<file path="src/byte_ring_fifo_with_skip_assert.svh">
// Assertion macros for the byte ring FIFO with skip.
`ifndef BYTE_RING_FIFO_WITH_SKIP_ASSERT_SVH
`define BYTE_RING_FIFO_WITH_SKIP_ASSERT_SVH

`ifndef SYNTHESIS

// Condition must never hold outside reset.
`define BRFIFO_ASSERT_NEVER(label, clk, rst, cond) \
  label: assert property (@(posedge clk) disable iff (rst) !(cond)) \
    else $error("byte ring fifo: forbidden condition seen");

// Antecedent in one cycle implies consequent in the next.
`define BRFIFO_ASSERT_NEXT(label, clk, rst, ante, cons) \
  label: assert property (@(posedge clk) disable iff (rst) (ante) |=> (cons)) \
    else $error("byte ring fifo: next-cycle check failed");

`else

`define BRFIFO_ASSERT_NEVER(label, clk, rst, cond)
`define BRFIFO_ASSERT_NEXT(label, clk, rst, ante, cons)

`endif

`endif

</file>
<file path="src/brfifo_pkg.sv">
// Shared types and codes for the byte ring FIFO with skip.
`default_nettype none

package brfifo_pkg;

  // Default ring depth in bytes
  localparam int BRFIFO_DEPTH = 32;

  // Operation codes carried in the kind field
  localparam logic [2:0] KIND_PUSH  = 3'd0;
  localparam logic [2:0] KIND_POP   = 3'd1;
  localparam logic [2:0] KIND_PEEK  = 3'd2;
  localparam logic [2:0] KIND_SKIP  = 3'd3;
  localparam logic [2:0] KIND_FLUSH = 3'd4;

  // Result status codes
  localparam logic [1:0] STATUS_OK       = 2'd0;
  localparam logic [1:0] STATUS_WR_OFF   = 2'd1;
  localparam logic [1:0] STATUS_FULL     = 2'd2;
  localparam logic [1:0] STATUS_TOO_FEW  = 2'd3;

  typedef struct packed {
    logic [2:0] kind;
    logic [7:0] data_in;
    logic [5:0] skip_count;
  } in_item_t;

  typedef struct packed {
    logic [1:0] status;
    logic [7:0] data_out;
    logic [5:0] fill_level;
    logic       overflow_flag;
  } out_item_t;

endpackage

`default_nettype wire

</file>
<file path="src/brfifo_ram.sv">
// Generic single-write, single-read RAM with registered read data.
`default_nettype none

module brfifo_ram #(
  parameter int WIDTH = 8,
  parameter int DEPTH = 32
) (
  input  wire logic                     clk,
  input  wire logic                     we,
  input  wire logic [$clog2(DEPTH)-1:0] waddr,
  input  wire logic [WIDTH-1:0]         wdata,
  input  wire logic                     re,
  input  wire logic [$clog2(DEPTH)-1:0] raddr,
  output logic      [WIDTH-1:0]         rdata
);

  logic [WIDTH-1:0] mem [DEPTH];

  // Write port
  always_ff @(posedge clk) begin
    if (we) begin
      mem[waddr] <= wdata;
    end
  end

  // Registered read, held while not enabled
  always_ff @(posedge clk) begin
    if (re) begin
      rdata <= mem[raddr];
    end
  end

endmodule

`default_nettype wire

</file>
<file path="src/byte_ring_fifo_with_skip.sv">
// Byte ring FIFO with push, pop, peek, skip and flush operations.
//
// Operations arrive on the in channel (in_valid / in_stall / in_data) and
// each one produces exactly one result on the out channel (out_valid /
// out_stall / out_data) carrying status, a data byte, the fill level after
// the operation and the sticky overflow flag.
// The write_enable register is written through cfg_valid / cfg_ready /
// cfg_data; cfg_ready is always high. Write it only while the block is idle.
// Timing: an operation is decided in the cycle of its transfer; pointers and
// count update at that edge, where the ring RAM read data and the middle
// stage also load. The result register loads from the middle stage when it
// is free or being taken, and out_valid then rises. Throughput is one
// operation per cycle while out_stall does not hold the pipeline; each
// operation does at most one RAM read or one RAM write.
// Reset clears pointers, count, overflow flag, write_enable (to 1) and the
// pipeline. Never-written bytes read as zero through a written-span counter
// cleared by flush and reset, so no clearing pass is needed.
// When out_stall holds a waiting result, the middle stage holds its item and
// in_stall rises while it is full; nothing is dropped.
`default_nettype none

`include "byte_ring_fifo_with_skip_assert.svh"

module byte_ring_fifo_with_skip
  import brfifo_pkg::*;
#(
  parameter int DEPTH = BRFIFO_DEPTH
) (
  input  wire logic      clk,
  input  wire logic      rst,
  input  wire logic      in_valid,
  output logic           in_stall,
  input  wire in_item_t  in_data,
  output logic           out_valid,
  input  wire logic      out_stall,
  output out_item_t      out_data,
  input  wire logic      cfg_valid,
  output logic           cfg_ready,
  input  wire logic      cfg_data
);

  localparam int AW   = $clog2(DEPTH);
  localparam int CW   = $clog2(DEPTH + 1);
  localparam int CMPW = (CW > 6) ? CW : 6;
  localparam int SW   = ((AW + 1) > 6) ? (AW + 1) : 6;
  localparam logic [CW-1:0] DEPTH_C = CW'(DEPTH);
  localparam logic [SW-1:0] DEPTH_S = SW'(DEPTH);
  localparam logic [AW-1:0] LAST_A  = AW'(DEPTH - 1);

  // Architectural state
  logic [AW-1:0] write_pointer, write_pointer_next;
  logic [AW-1:0] read_pointer, read_pointer_next;
  logic [CW-1:0] count, count_next;
  logic [CW-1:0] span, span_next;
  logic          error_sticky, error_sticky_next;
  logic          write_enable;

  // Middle stage
  logic          s1_valid;
  logic [1:0]    s1_status;
  logic [CW-1:0] s1_fill;
  logic          s1_flag;
  logic          s1_use_ram;

  // Per-operation decode
  logic          accept;
  logic          s1_go;
  logic [1:0]    status;
  logic          ram_we;
  logic          ram_re;
  logic [AW-1:0] ram_raddr;
  logic [7:0]    ram_rdata;
  logic [AW-1:0] wp_inc;
  logic [AW-1:0] rp_inc;
  logic [SW-1:0] skip_sum;
  logic [AW-1:0] rp_skip;
  logic          too_few;

  assign cfg_ready = 1'b1;

  // Middle stage moves on when the result register is free or being taken
  assign s1_go    = s1_valid && (!out_valid || !out_stall);
  assign in_stall = s1_valid && !s1_go;
  assign accept   = in_valid && !in_stall;

  // Pointer arithmetic with wraparound
  assign wp_inc   = (write_pointer == LAST_A) ? '0 : write_pointer + 1'b1;
  assign rp_inc   = (read_pointer == LAST_A) ? '0 : read_pointer + 1'b1;
  assign skip_sum = SW'(read_pointer) + SW'(in_data.skip_count);
  assign rp_skip  = (skip_sum >= DEPTH_S) ? AW'(skip_sum - DEPTH_S) : AW'(skip_sum);
  assign too_few  = CMPW'(count) < CMPW'(in_data.skip_count);

  // Decide the operation against current state
  always_comb begin
    write_pointer_next = write_pointer;
    read_pointer_next  = read_pointer;
    count_next         = count;
    span_next          = span;
    error_sticky_next  = error_sticky;
    status             = STATUS_OK;
    ram_we             = 1'b0;
    ram_re             = 1'b0;
    ram_raddr          = read_pointer;
    case (in_data.kind)
      KIND_PUSH: begin
        if (!write_enable) begin
          status = STATUS_WR_OFF;
        end else if (count >= DEPTH_C) begin
          status            = STATUS_FULL;
          error_sticky_next = 1'b1;
        end else begin
          ram_we             = 1'b1;
          write_pointer_next = wp_inc;
          count_next         = count + 1'b1;
          span_next          = (span == DEPTH_C) ? span : span + 1'b1;
        end
      end
      KIND_POP: begin
        if (count == '0) begin
          status            = STATUS_TOO_FEW;
          error_sticky_next = 1'b1;
        end else begin
          ram_re            = 1'b1;
          read_pointer_next = rp_inc;
          count_next        = count - 1'b1;
        end
      end
      KIND_PEEK: begin
        if (count == '0) begin
          status            = STATUS_TOO_FEW;
          error_sticky_next = 1'b1;
        end else begin
          ram_re = 1'b1;
        end
      end
      KIND_SKIP: begin
        if (too_few) begin
          status            = STATUS_TOO_FEW;
          error_sticky_next = 1'b1;
        end else begin
          ram_re            = 1'b1;
          ram_raddr         = rp_skip;
          read_pointer_next = rp_skip;
          count_next        = count - CW'(in_data.skip_count);
        end
      end
      KIND_FLUSH: begin
        write_pointer_next = '0;
        read_pointer_next  = '0;
        count_next         = '0;
        span_next          = '0;
      end
      default: begin
      end
    endcase
  end

  // Ring storage
  brfifo_ram #(
    .WIDTH (8),
    .DEPTH (DEPTH)
  ) u_ram (
    .clk   (clk),
    .we    (accept && ram_we),
    .waddr (write_pointer),
    .wdata (in_data.data_in),
    .re    (accept && ram_re),
    .raddr (ram_raddr),
    .rdata (ram_rdata)
  );

  // Hold state and write_enable; advance on each transfer
  always_ff @(posedge clk) begin
    if (rst) begin
      write_pointer <= '0;
      read_pointer  <= '0;
      count         <= '0;
      span          <= '0;
      error_sticky  <= 1'b0;
      write_enable  <= 1'b1;
    end else begin
      if (cfg_valid && cfg_ready) begin
        write_enable <= cfg_data;
      end
      if (accept) begin
        write_pointer <= write_pointer_next;
        read_pointer  <= read_pointer_next;
        count         <= count_next;
        span          <= span_next;
        error_sticky  <= error_sticky_next;
      end
    end
  end

  // Middle stage: control
  always_ff @(posedge clk) begin
    if (rst) begin
      s1_valid <= 1'b0;
    end else if (accept) begin
      s1_valid <= 1'b1;
    end else if (s1_go) begin
      s1_valid <= 1'b0;
    end
  end

  // Middle stage: payload; bytes beyond the written span read as zero
  always_ff @(posedge clk) begin
    if (accept) begin
      s1_status  <= status;
      s1_fill    <= count_next;
      s1_flag    <= error_sticky_next;
      s1_use_ram <= ram_re && (CMPW'(ram_raddr) < CMPW'(span));
    end
  end

  // Result register: control
  always_ff @(posedge clk) begin
    if (rst) begin
      out_valid <= 1'b0;
    end else if (s1_go) begin
      out_valid <= 1'b1;
    end else if (!out_stall) begin
      out_valid <= 1'b0;
    end
  end

  // Result register: payload
  always_ff @(posedge clk) begin
    if (s1_go) begin
      out_data.status        <= s1_status;
      out_data.data_out      <= s1_use_ram ? ram_rdata : 8'd0;
      out_data.fill_level    <= 6'(s1_fill);
      out_data.overflow_flag <= s1_flag;
    end
  end

  // Checks
  `BRFIFO_ASSERT_NEVER(a_count_bound, clk, rst, count > DEPTH_C)
  `BRFIFO_ASSERT_NEVER(a_span_covers_count, clk, rst, span < count)
  `BRFIFO_ASSERT_NEXT(a_flag_sticky, clk, rst, error_sticky, error_sticky)

endmodule

`default_nettype wire

</file>
<file path="config.mk">
export PLATFORM = sky130hd
export DESIGN_NAME = byte_ring_fifo_with_skip
export DESIGN_NICKNAME = d
export VERILOG_FILES = /design/src/brfifo_pkg.sv /design/src/brfifo_ram.sv /design/src/byte_ring_fifo_with_skip.sv
export VERILOG_INCLUDE_DIRS = /design/src /design/src/src
export SDC_FILE = /design/constraint.sdc
export NUM_CORES = 1
export LEC_CHECK = 0
export ABC_AREA = 0
export CAP_MARGIN = 20
export CORE_MARGIN = 5
export CORE_UTILIZATION = 57
export DETAILED_ROUTE_END_ITERATION = 6
export DONT_BUFFER_PORTS = 1
export PLACE_DENSITY = 0.75
export SLEW_MARGIN = 0
export SYNTH_ARGS = -nofsm -noshare
export SYNTH_HDL_FRONTEND = slang
export SYNTH_SLANG_ARGS = --single-unit
</file>
<file path="constraint.sdc">
create_clock -name clk -period 3.75 [get_ports clk]
set_input_delay 0.1875 -clock clk [delete_from_list [all_inputs] [get_ports clk]]
set_output_delay 0.1875 -clock clk [all_outputs]
set_load 0.01 [all_outputs]
</file>
; Word-level counts from Yosys, hierarchy flattened
; Memory sizes are Yosys's and may differ from the RTL's. A register that Yosys moved wholly into a read port is not among the register bits.
; Index checks and enable logic that the tools add are counted.
; Widths: inputs -> output; s select.
[classes]
n_addsub = 8
magnitude_cmp = 4
n_eq_ne = 12
n_mux = 41
n_reduce_logical = 20
[op_table]
columns = op, n
row1 = $mux 6, 7
row2 = $mux 5, 8
row3 = $pmux 6 s4, 1
row4 = $mux 1, 15
row5 = $pmux 5 s3, 1
row6 = $add 6x1->6 const B, 2
row7 = $ge 6x6->1 const B, 2
row8 = $pmux 6 s2, 1
row9 = $add 5x1->5 const B, 2
row10 = $eq 5x5->1 const B, 2
row11 = $pmux 5 s2, 1
row12 = $mux 2, 4
row13 = $ne 2x2->1 const B, 4
row14 = $add 5x6->6, 1
row15 = $eq 3x2->1 const B, 2
row16 = $eq 6x6->1 const B, 1
row17 = $logic_and 1x1->1, 6
row18 = $logic_not 6->1, 1
row19 = $lt 5x6->1, 1
row20 = $lt 6x6->1, 1
row21 = $pmux 2 s3, 1
row22 = $sub 6x1->6 const B, 1
row23 = $sub 6x6->6, 1
row24 = $reduce_and 5->1, 1
row25 = other kinds (14), 18
[totals]
reg_bits = 53
mem_bits_rw = 256
wordCells = 102
n_memories = 1
[mem_list]
columns = memory, words, width, rd, rd_clocked_by_memory_dff, write_ports, line_no
row1 = u_ram.mem, 32, 8, 1, 1, 1, brfifo_ram.sv:17  ; logic [WIDTH-1:0] mem [DEPTH];

; Longest topological paths before layout
; Gate-level depths: netlist of the first run.
[depth]
word_depth = 10
depth_mapped = 20
ltp_nobuf = 16

; Hierarchy
; A second synthesis of the first run with hierarchy kept.
[unflattened]
hier_cells = 759
area_unflattened_um2 = 13311.5
[modules_own_cells]
columns = mod, n_inst, cells_per_inst, area_each_um2
row1 = brfifo_ram, 1, 417, 10133.5
row2 = byte_ring_fifo_with_skip, 1, 342, 3178.0

; Worst setup path after synthesis of the first run
; OpenSTA, ideal clock, no wires.
[synth_timing]
kind = reg-to-reg
startpoint = register count[0]
endpoint = register s1_use_ram (data pin)
arrival_ns = 3.396
setup_slack_ns = 0.096
stages_incl_launch_ff = 21
path_buffers = 4
cell_sequence = dfxtp_1 > inv_1 > ha_1 > inv_1 > fa_1 > a211oi_4 > o21bai_2 > o31a_4 > nand2_4 > inv_2 > buf_12 > buf_6 > buf_6 > buf_6 > ha_1 > inv_1 > a31oi_1 > o21a_1 > o21ai_0 > a211oi_1 > nor2_1
[synth_between]
elab_chain_cells = 5
elab_cells_between_ends = 9
[synth_rtl]
columns = item, line_no
row1 = "start, declared", byte_ring_fifo_with_skip.sv:53  ; logic [CW-1:0] count, count_next;
row2 = "start signal, assigned", byte_ring_fifo_with_skip.sv:188  ; count <= count_next;
row3 = $lt 6x6->1, byte_ring_fifo_with_skip.sv:91  ; assign too_few = CMPW'(count) < CMPW'(in_data.skip_count);
row4 = $mux 5, n/a
row5 = $mux 5, byte_ring_fifo_with_skip.sv:104  ; case (in_data.kind)
row6 = $lt 5x6->1, byte_ring_fifo_with_skip.sv:212  ; s1_use_ram <= ram_re && (CMPW'(ram_raddr) < CMPW'(span));
row7 = $logic_and 1x1->1 (*), byte_ring_fifo_with_skip.sv:212
row8 = "end signal, assigned", byte_ring_fifo_with_skip.sv:212
row9 = "end, declared", byte_ring_fifo_with_skip.sv:63  ; logic s1_use_ram;
; Every way passes the cells marked *; elsewhere a longest branch is shown, timed or not.
; A chain may end at the register's enable or synchronous reset.

; Worst setup path after layout of the first run
[layout_timing]
startpoint = register count[0]
endpoint = register u_ram.rdata[3], read port of u_ram.mem (data pin)
[layout_between]
elab_chain_cells = 4
elab_cells_between_ends = 8
[layout_rtl]
columns = item, line_no
row1 = $lt 6x6->1 or $logic_not 6->1 (tied branches), "byte_ring_fifo_with_skip.sv:91, byte_ring_fifo_with_skip.sv:119, byte_ring_fifo_with_skip.sv:129"
row2 = $mux 1 (on tied branches), "byte_ring_fifo_with_skip.sv:137, byte_ring_fifo_with_skip.sv:119, byte_ring_fifo_with_skip.sv:129"
row3 = $pmux 1 s2, byte_ring_fifo_with_skip.sv:104
row4 = $logic_and 1x1->1, byte_ring_fifo_with_skip.sv:167  ; .re (accept && ram_re),
row5 = "end, declared", brfifo_ram.sv:14  ; output logic [WIDTH-1:0] rdata
; Several ways; a longest one is shown, not always the timed one.

==> flow_metrics.env, run 1 <==
export IMPL_status="finished, violations left"
export IMPL_violations="DRC"
export IMPL_finalWeightedCongestion=1.003
export IMPL_setup_viol_count_final=0
export IMPL_yosysUniqueCellTypes=84
export IMPL_final_util=0.6624
export IMPL_fillers=1678
export IMPL_insertion_delay_ns=0.59
export IMPL_path_max_fanout=24
export IMPL_synth_nets=1021
export IMPL_p_per_area_nw_per_um2=470.5
export IMPL_fin_nets=1102
export IMPL_hold_slack_ns=0.05027
export IMPL_hpwl_um=21600
export IMPL_ys_warn_count=0
export IMPL_synth_seq_area_share=0.6599
export IMPL_wl_per_cell_um=23.16
export IMPL_die_w_um=166.9
export IMPL_critPathCaptureType="flip-flop"
export IMPL_vias=8612
export IMPL_synth_cells=970
export IMPL_dpl_instance_area_um2=14640
export IMPL_cts_buffer_depth=3
export IMPL_cp_start_kind="flip-flop"
export IMPL_grt_pass1_wl_um=49360
export IMPL_cts_tree="done"
export IMPL_final_max_slew_viol_count=0
export IMPL_die_area_um2=27850
export IMPL_slew_headroom=0.3300
export IMPL_seq_area_um2=9259
export IMPL_dp_slack_ns=0.06246
export IMPL_ys_seq_elements=317
export IMPL_drt_total_wl_um=32450
export IMPL_io_buffers=0
export IMPL_final_cell_area_um2=16060
export IMPL_p_leak_uw=0.005511
export IMPL_grt_pass1_vias=8459
export IMPL_post_route_drc_count=10
export IMPL_max_freq_ghz=0.2739
export IMPL_grt_usage=0.2278
export IMPL_critPathArrivalTime_ns=4.10
export IMPL_cts_buffers=31
export IMPL_ant_nets=0
export IMPL_synth_flop_cell="edfxtp_1"
export IMPL_layout_setup_ws_ns=0.09931
export IMPL_core_area_um2=24250
export IMPL_ir_drop_v=0.0003805
export IMPL_grt_max_degree=33
export IMPL_start_util=0.5786
export IMPL_htree_levels=1
export IMPL_hold_viol=0
export IMPL_vias_per_cell=6.147
export IMPL_tightest_slew_ns=1.002
export IMPL_min_period_ns=3.651
export IMPL_syn_area_um2=14030
export IMPL_die_h_um=166.9
export IMPL_multi_input_area_um2=4400
export IMPL_skew_ns=0.01704
export IMPL_min_delay_path_depth=4
export IMPL_rr_worst_depth=14
export IMPL_clk_pin_slew_ns=0.07
export IMPL_worstSetupPathType="reg -> reg"
export IMPL_synth_async_reset_ratio=0
export IMPL_cts_root_buf="clkbuf_16"
export IMPL_layout_drive_gt1_share=0.1487
export IMPL_first_iter_violations=1135
export IMPL_std_cell_rows=57
export IMPL_required_ns=4.20
export IMPL_area_growth_pct=14.49
export IMPL_fin_crit_sh=0.9735
export IMPL_avgSynthCellArea_um2=14.46
export IMPL_first_pass_iters=7
export IMPL_hold_path_class="in -> reg"
export IMPL_grt_overflow=0
export IMPL_clock_sinks=317
export IMPL_drv_cap=0
export IMPL_synth_edff_count=291
export IMPL_antenna_found_initial=0
export IMPL_io_pins=43
## synthesized netlist by cell type, drive strengths merged (10+ instances only)
cell / instances / area (um^2)
nor2: 91 / 374.1
nor3: 11 / 55.05
dfxtp: 26 / 520.5
buf: 22 / 207.7
and2: 13 / 81.33
a211oi: 12 / 107.6
a21oi: 34 / 192.7
edfxtp: 291 / 8738
clkbuf: 15 / 60.06
nand2: 76 / 292.8
a221oi: 11 / 96.34
o22ai: 10 / 62.56
o21ai: 22 / 117.6
inv: 28 / 107.6
mux2i: 111 / 1136
ha: 26 / 325.3
mux4: 14 / 334.1
nand3: 34 / 170.2
## where the power goes
group | switching [uW] | internal (uW)
Combinational | 304 | 206
Clock | 1330 | 1800
Sequential | 26.7 | 3900
Total | 1660 | 5900
## metal layers
| layer | wire length [um] | global-route usage |
|---|---|---|
| met1 | 12990 | 0.3079 |
| met2 | 15510 | 0.3785 |
| met3 | 3098 | 0.05143 |
| met4 | 843 | 0.05799 |
| met5 | 0 | 0 |
## cell families after synthesis
logic type	synth area share
fa+ha+maj	0.02604
simple gates	0.09346
mux	0.1064
flops	0.6599
other cells	0.0002673
buf+inv	0.02702
xor+xnor	0.008205
compound gates	0.07866
## final cells by class
type / count / share of cell area
inverters: 29 / 0.007244
well taps: 324 / 0.02524
repair buffers: 85 / 0.05328
flip-flops and latches: 317 / 0.5764
diodes: 1 / 0.0001558
multi-input cells: 587 / 0.2740
clock buffers: 36 / 0.04946
clock inverters: 22 / 0.01425
## sequential cells by signal (all words and copies together) (netlist names), 2 cells and up
signal / count
count: 6
span: 6
u_ram.rdata: 8
u_ram.mem: 256
read_pointer: 5
out_data: 17
s1_status: 2
write_pointer: 5
s1_fill: 6
## worst max-delay path, stage by stage, from the launching register on
cell and delay [ns]:
dfxtp_1 0.31, inv_1 0.10, ha_1 0.18, inv_1 0.05, fa_1 0.45, a211oi_4 0.36, o21bai_2 0.16, o31a_4 0.35
nand2_4 0.11, inv_6 0.12, buf_12 0.20, mux2i_1 0.12, mux4_1 0.58, nor3_2 0.24, a311o_1 0.18
## cell usage in the layout (no fill, tap or decap), types with 7 or more instances in the layout
cell | netlist | final
a221oi_1 | 11 | 11
clkbuf_16 | 0 | 31
buf_4 | 6 | 53
a21oi_1 | 28 | 28
mux4_2 | 9 | 9
a21boi_0 | 8 | 7
and2_1 | 13 | 11
nor2_1 | 89 | 89
a211oi_1 | 10 | 10
edfxtp_1 | 291 | 291
mux2i_1 | 109 | 109
ha_1 | 26 | 26
nand3_1 | 34 | 34
buf_12 | 2 | 12
dfxtp_1 | 26 | 26
xnor2_1 | 8 | 8
o21ai_0 | 18 | 18
nor3_1 | 11 | 10
nand2_1 | 75 | 75
inv_1 | 26 | 26
dlygate4sd3_1 | 0 | 19
clkinv_2 | 0 | 9
o22ai_1 | 10 | 10
or3_1 | 8 | 8
## worst paths after layout
check,start,to,slack (ns)
min reg2reg,s1_fill[0],out_data[1],0.43
max,count[0],u_ram.rdata[3],0.1
min,in_data[14],count[5],0.05
max reg2reg,count[0],u_ram.rdata[3],0.1
## through the flow
| stage | power [uW] | setup TNS, ns | std cells |
|---|---|---|---|
| after floorplan | 4297 | 0 | 970 |
| after global placement | 4400 | 0 | 1311 |
| after detailed placement | 4407 | 0 | 1311 |
| after CTS | 7560 | 0 | 1395 |
| after global routing | 7780 | -0.02751 | 1400 |
| final | 7557 | 0 | 1401 |
## what timing repair did
action,4_1_cts,5_1_grt
gates resized for setup,0,3
endpoints found under the setup margin,0,6
hold buffers,26,0
hold endpoints to repair,284,0
buffers inserted,0,4
No activity file was read; power rests on OpenSTA's default activity.
==> inputs of run 2 (changes only) <==
--- a/config.mk
+++ b/config.mk
@@ -16,4 +16,5 @@
 export SLEW_MARGIN = 0
 export SYNTH_ARGS = -nofsm -noshare
 export SYNTH_HDL_FRONTEND = slang
+export SYNTH_HIERARCHICAL = 1
 export SYNTH_SLANG_ARGS = --single-unit
==> flow_metrics.env, run 2 <==
export IMPL_critPathCaptureType="flip-flop"
export IMPL_fin_crit_sh=0.9602
export IMPL_min_delay_path_depth=3
export IMPL_critPathArrivalTime_ns=3.85
export IMPL_grt_overflow=0
export IMPL_synth_async_reset_ratio=0
export IMPL_worstSetupPathType="reg -> reg"
export IMPL_yosysUniqueCellTypes=66
export IMPL_die_h_um=162.8
export IMPL_slew_headroom=0.3846
export IMPL_std_cell_rows=56
export IMPL_synth_edff_count=291
export IMPL_first_iter_violations=931
export IMPL_drv_cap=0
export IMPL_ant_nets=0
export IMPL_largest_register_ffs=256
export IMPL_synth_xor_area_frac=0.007238
export IMPL_hold_viol=0
export IMPL_io_buffers=0
export IMPL_required_ns=4.00
export IMPL_hold_path_class="in -> reg"
export IMPL_final_max_slew_viol_count=0
export IMPL_grt_pass1_vias=7479
export IMPL_diodes=0
export IMPL_min_period_ns=3.601
export IMPL_synth_compound_area_frac=0.04606
export IMPL_final_common_cell="edfxtp_1"
export IMPL_core_area_um2=23260
export IMPL_finalWeightedCongestion=0.9290
export IMPL_setup_tns_ns=0
export IMPL_wl_per_cell_um=26.60
export IMPL_yosys_area_share_simple=0.06316
export IMPL_synth_flop_cell="edfxtp_1"
export IMPL_antenna_found_initial=1
export IMPL_clk_pin_slew_ns=0.06
export IMPL_synth_cells=759
export IMPL_avgSynthCellArea_um2=17.54
export IMPL_fillers=1543
export IMPL_setup_viol_count_final=0
export IMPL_vias=7602
export IMPL_status="completed"
export IMPL_multi_input_area_um2=3860
export IMPL_start_util=0.5722
export IMPL_synth_top_family_by_area="multiplexers"
export IMPL_die_w_um=162.8
export IMPL_synth_most_common_cell="edfxtp_1"
export IMPL_hpwl_um=19040
export IMPL_clock_sinks=317
export IMPL_r2r_start="count[0]"
export IMPL_cts_root_buf="clkbuf_16"
export IMPL_seq_area_um2=9259
export IMPL_syn_area_um2=13310
export IMPL_fin_nets=898
export IMPL_path_max_fanout=6
export IMPL_synth_top_area_share=0.6565
export IMPL_final_cell_mix="edfxtp_1 (291), mux4_2 (80), nor2_1 (65)"
export IMPL_grt_max_degree=34
export IMPL_p_leak_uw=0.005166
export IMPL_synth_top_cell_by_area="edfxtp_1"
export IMPL_area_growth_pct=17.52
export IMPL_drt_total_wl_um=31630
export IMPL_synth_area_top_cells="edfxtp_1 (66%), mux4_2 (14%), dfxtp_1 (3.9%)"
export IMPL_max_freq_ghz=0.2777
export IMPL_ir_drop_v=0.0004486
export IMPL_grt_usage=0.2340
export IMPL_htree_levels=2
export IMPL_post_route_drc_count=0
export IMPL_hold_slack_ns=0.02213
export IMPL_first_pass_iters=5
export IMPL_rr_worst_depth=14
export IMPL_final_util=0.6725
export IMPL_crit_path_start="count[0]"
export IMPL_ys_seq_elements=317
export IMPL_largestRegisters="u_ram/mem (256), out_data (17), u_ram/rdata (8)"
export IMPL_synth_nets=807
export IMPL_insertion_delay_ns=0.51
export IMPL_vias_per_cell=6.394
export IMPL_hold_start="in_data[16]"
export IMPL_total_power_uw=7596
export IMPL_cts_buffer_depth=3
export IMPL_layout_drive_gt1_share=0.2586
export IMPL_p_per_area_nw_per_um2=485.5
export IMPL_grt_pass1_wl_um=46330
export IMPL_synth_seq_area_share=0.6956
export IMPL_ys_warn_count=6
export IMPL_synth_fa_ha_area_frac=0.02463
export IMPL_synthTopCellsByCount="edfxtp_1 (291), mux4_2 (80), nor2_1 (65), dfxtp_1 (26), nand2_1 (26)"
export IMPL_tightest_slew_ns=0.9197
export IMPL_reg2reg_slack_ns=0.15
export IMPL_yosys_mux_area_fraction=0.1444
export IMPL_worstHoldEndpoint="write_pointer[3]"
export IMPL_cts_tree="done"
export IMPL_die_area_um2=26510
export IMPL_cp_start_kind="flip-flop"
export IMPL_skew_ns=0.01380
export IMPL_reg2reg_to="u_ram/rdata[2]"
export IMPL_largest_register="u_ram/mem"
export IMPL_cts_buffers=34
export IMPL_io_pins=43
run 2: cell types whose count changed after synthesis, moves of 8 or more:
cell      delta
mux4_2      +71
nand2_1     -49
mux2i_1    -106
nand3_1     -25
a221oi_1     -8
nor2_1      -24
run 2: final cells by class:
cell class              instances  share of cell area
repair buffers                 85             0.06358
clock buffers                  45             0.05903
multi-input cells             389              0.2467
clock inverters                11            0.007758
inverters                      23            0.005519
flip-flops and latches        317              0.5919
well taps                     319             0.02551
run 2: critical path, cell delays in order (launching register included):
cell and delay [ns]:
dfxtp_1 0.33, inv_1 0.08, ha_1 0.16, inv_1 0.06, fa_2 0.37, a211oi_2 0.26
o21ai_2 0.09, and2_1 0.21, nand2_4 0.11, nand2_8 0.09, buf_4 0.17, clkbuf_16 0.17
mux4_2 0.43, mux4_2 0.53, mux2_2 0.29
run 2: cells by family after synthesis:
| group | count (synthesis) |
|---|---|
| muxes | 91 |
| and+or+nand+nor | 167 |
| xor gates and xnor gates | 11 |
| buffers and inverters | 53 |
| other | 1 |
| adders and majority gates | 25 |
| AOI/OAI and AO/OA | 94 |
| DFF | 317 |
run 2: power by group:
part	leakage, uW	switching (uW)	internal, uW
clock	0.000502	1320	1870
sequential	0.00285	25.8	3900
combinational	0.00182	258	226
run 2: how the worst max path moves through the flow:
stage                     endpoint
floorplan           u_ram/rdata[0]
global placement    u_ram/rdata[2]
detailed placement  u_ram/rdata[2]
CTS                 u_ram/rdata[6]
global route        u_ram/rdata[2]
finish              u_ram/rdata[2]
run 2: routing by layer:
layer	vias to the layer above	track usage	part of all wire
li1	3216	-	-
met1	3914	0.3256	0.39
met2	404	0.3845	0.51
met3	66	0.04353	0.078
met4	2	0.06862	0.025
met5	-	0	0.00041
run 2: through the flow:
| stage | setup slack [ns] | area (um^2) | std cells |
|---|---|---|---|
| 4_1_cts | 0.002621 | 15340 | 1176 |
| 6_report | 0.1493 | 15640 | 1189 |
| 3_3_place_gp | 0.04091 | 14040 | 1100 |
| 2_1_floorplan | 0.01328 | 13310 | 759 |
| 3_5_place_dp | -0.001024 | 14040 | 1100 |
| 5_1_grt | -0.007506 | 15640 | 1189 |
run 2: timing repair:
action                     in CTS  in global routing
pin swaps                       2                  4
hold endpoints to repair      271                  0
buffers inserted                3                  4
hold buffers                   15                  0
setup endpoints to repair       3                  8
gates cloned                    2                  2
gates resized for setup         3                 11
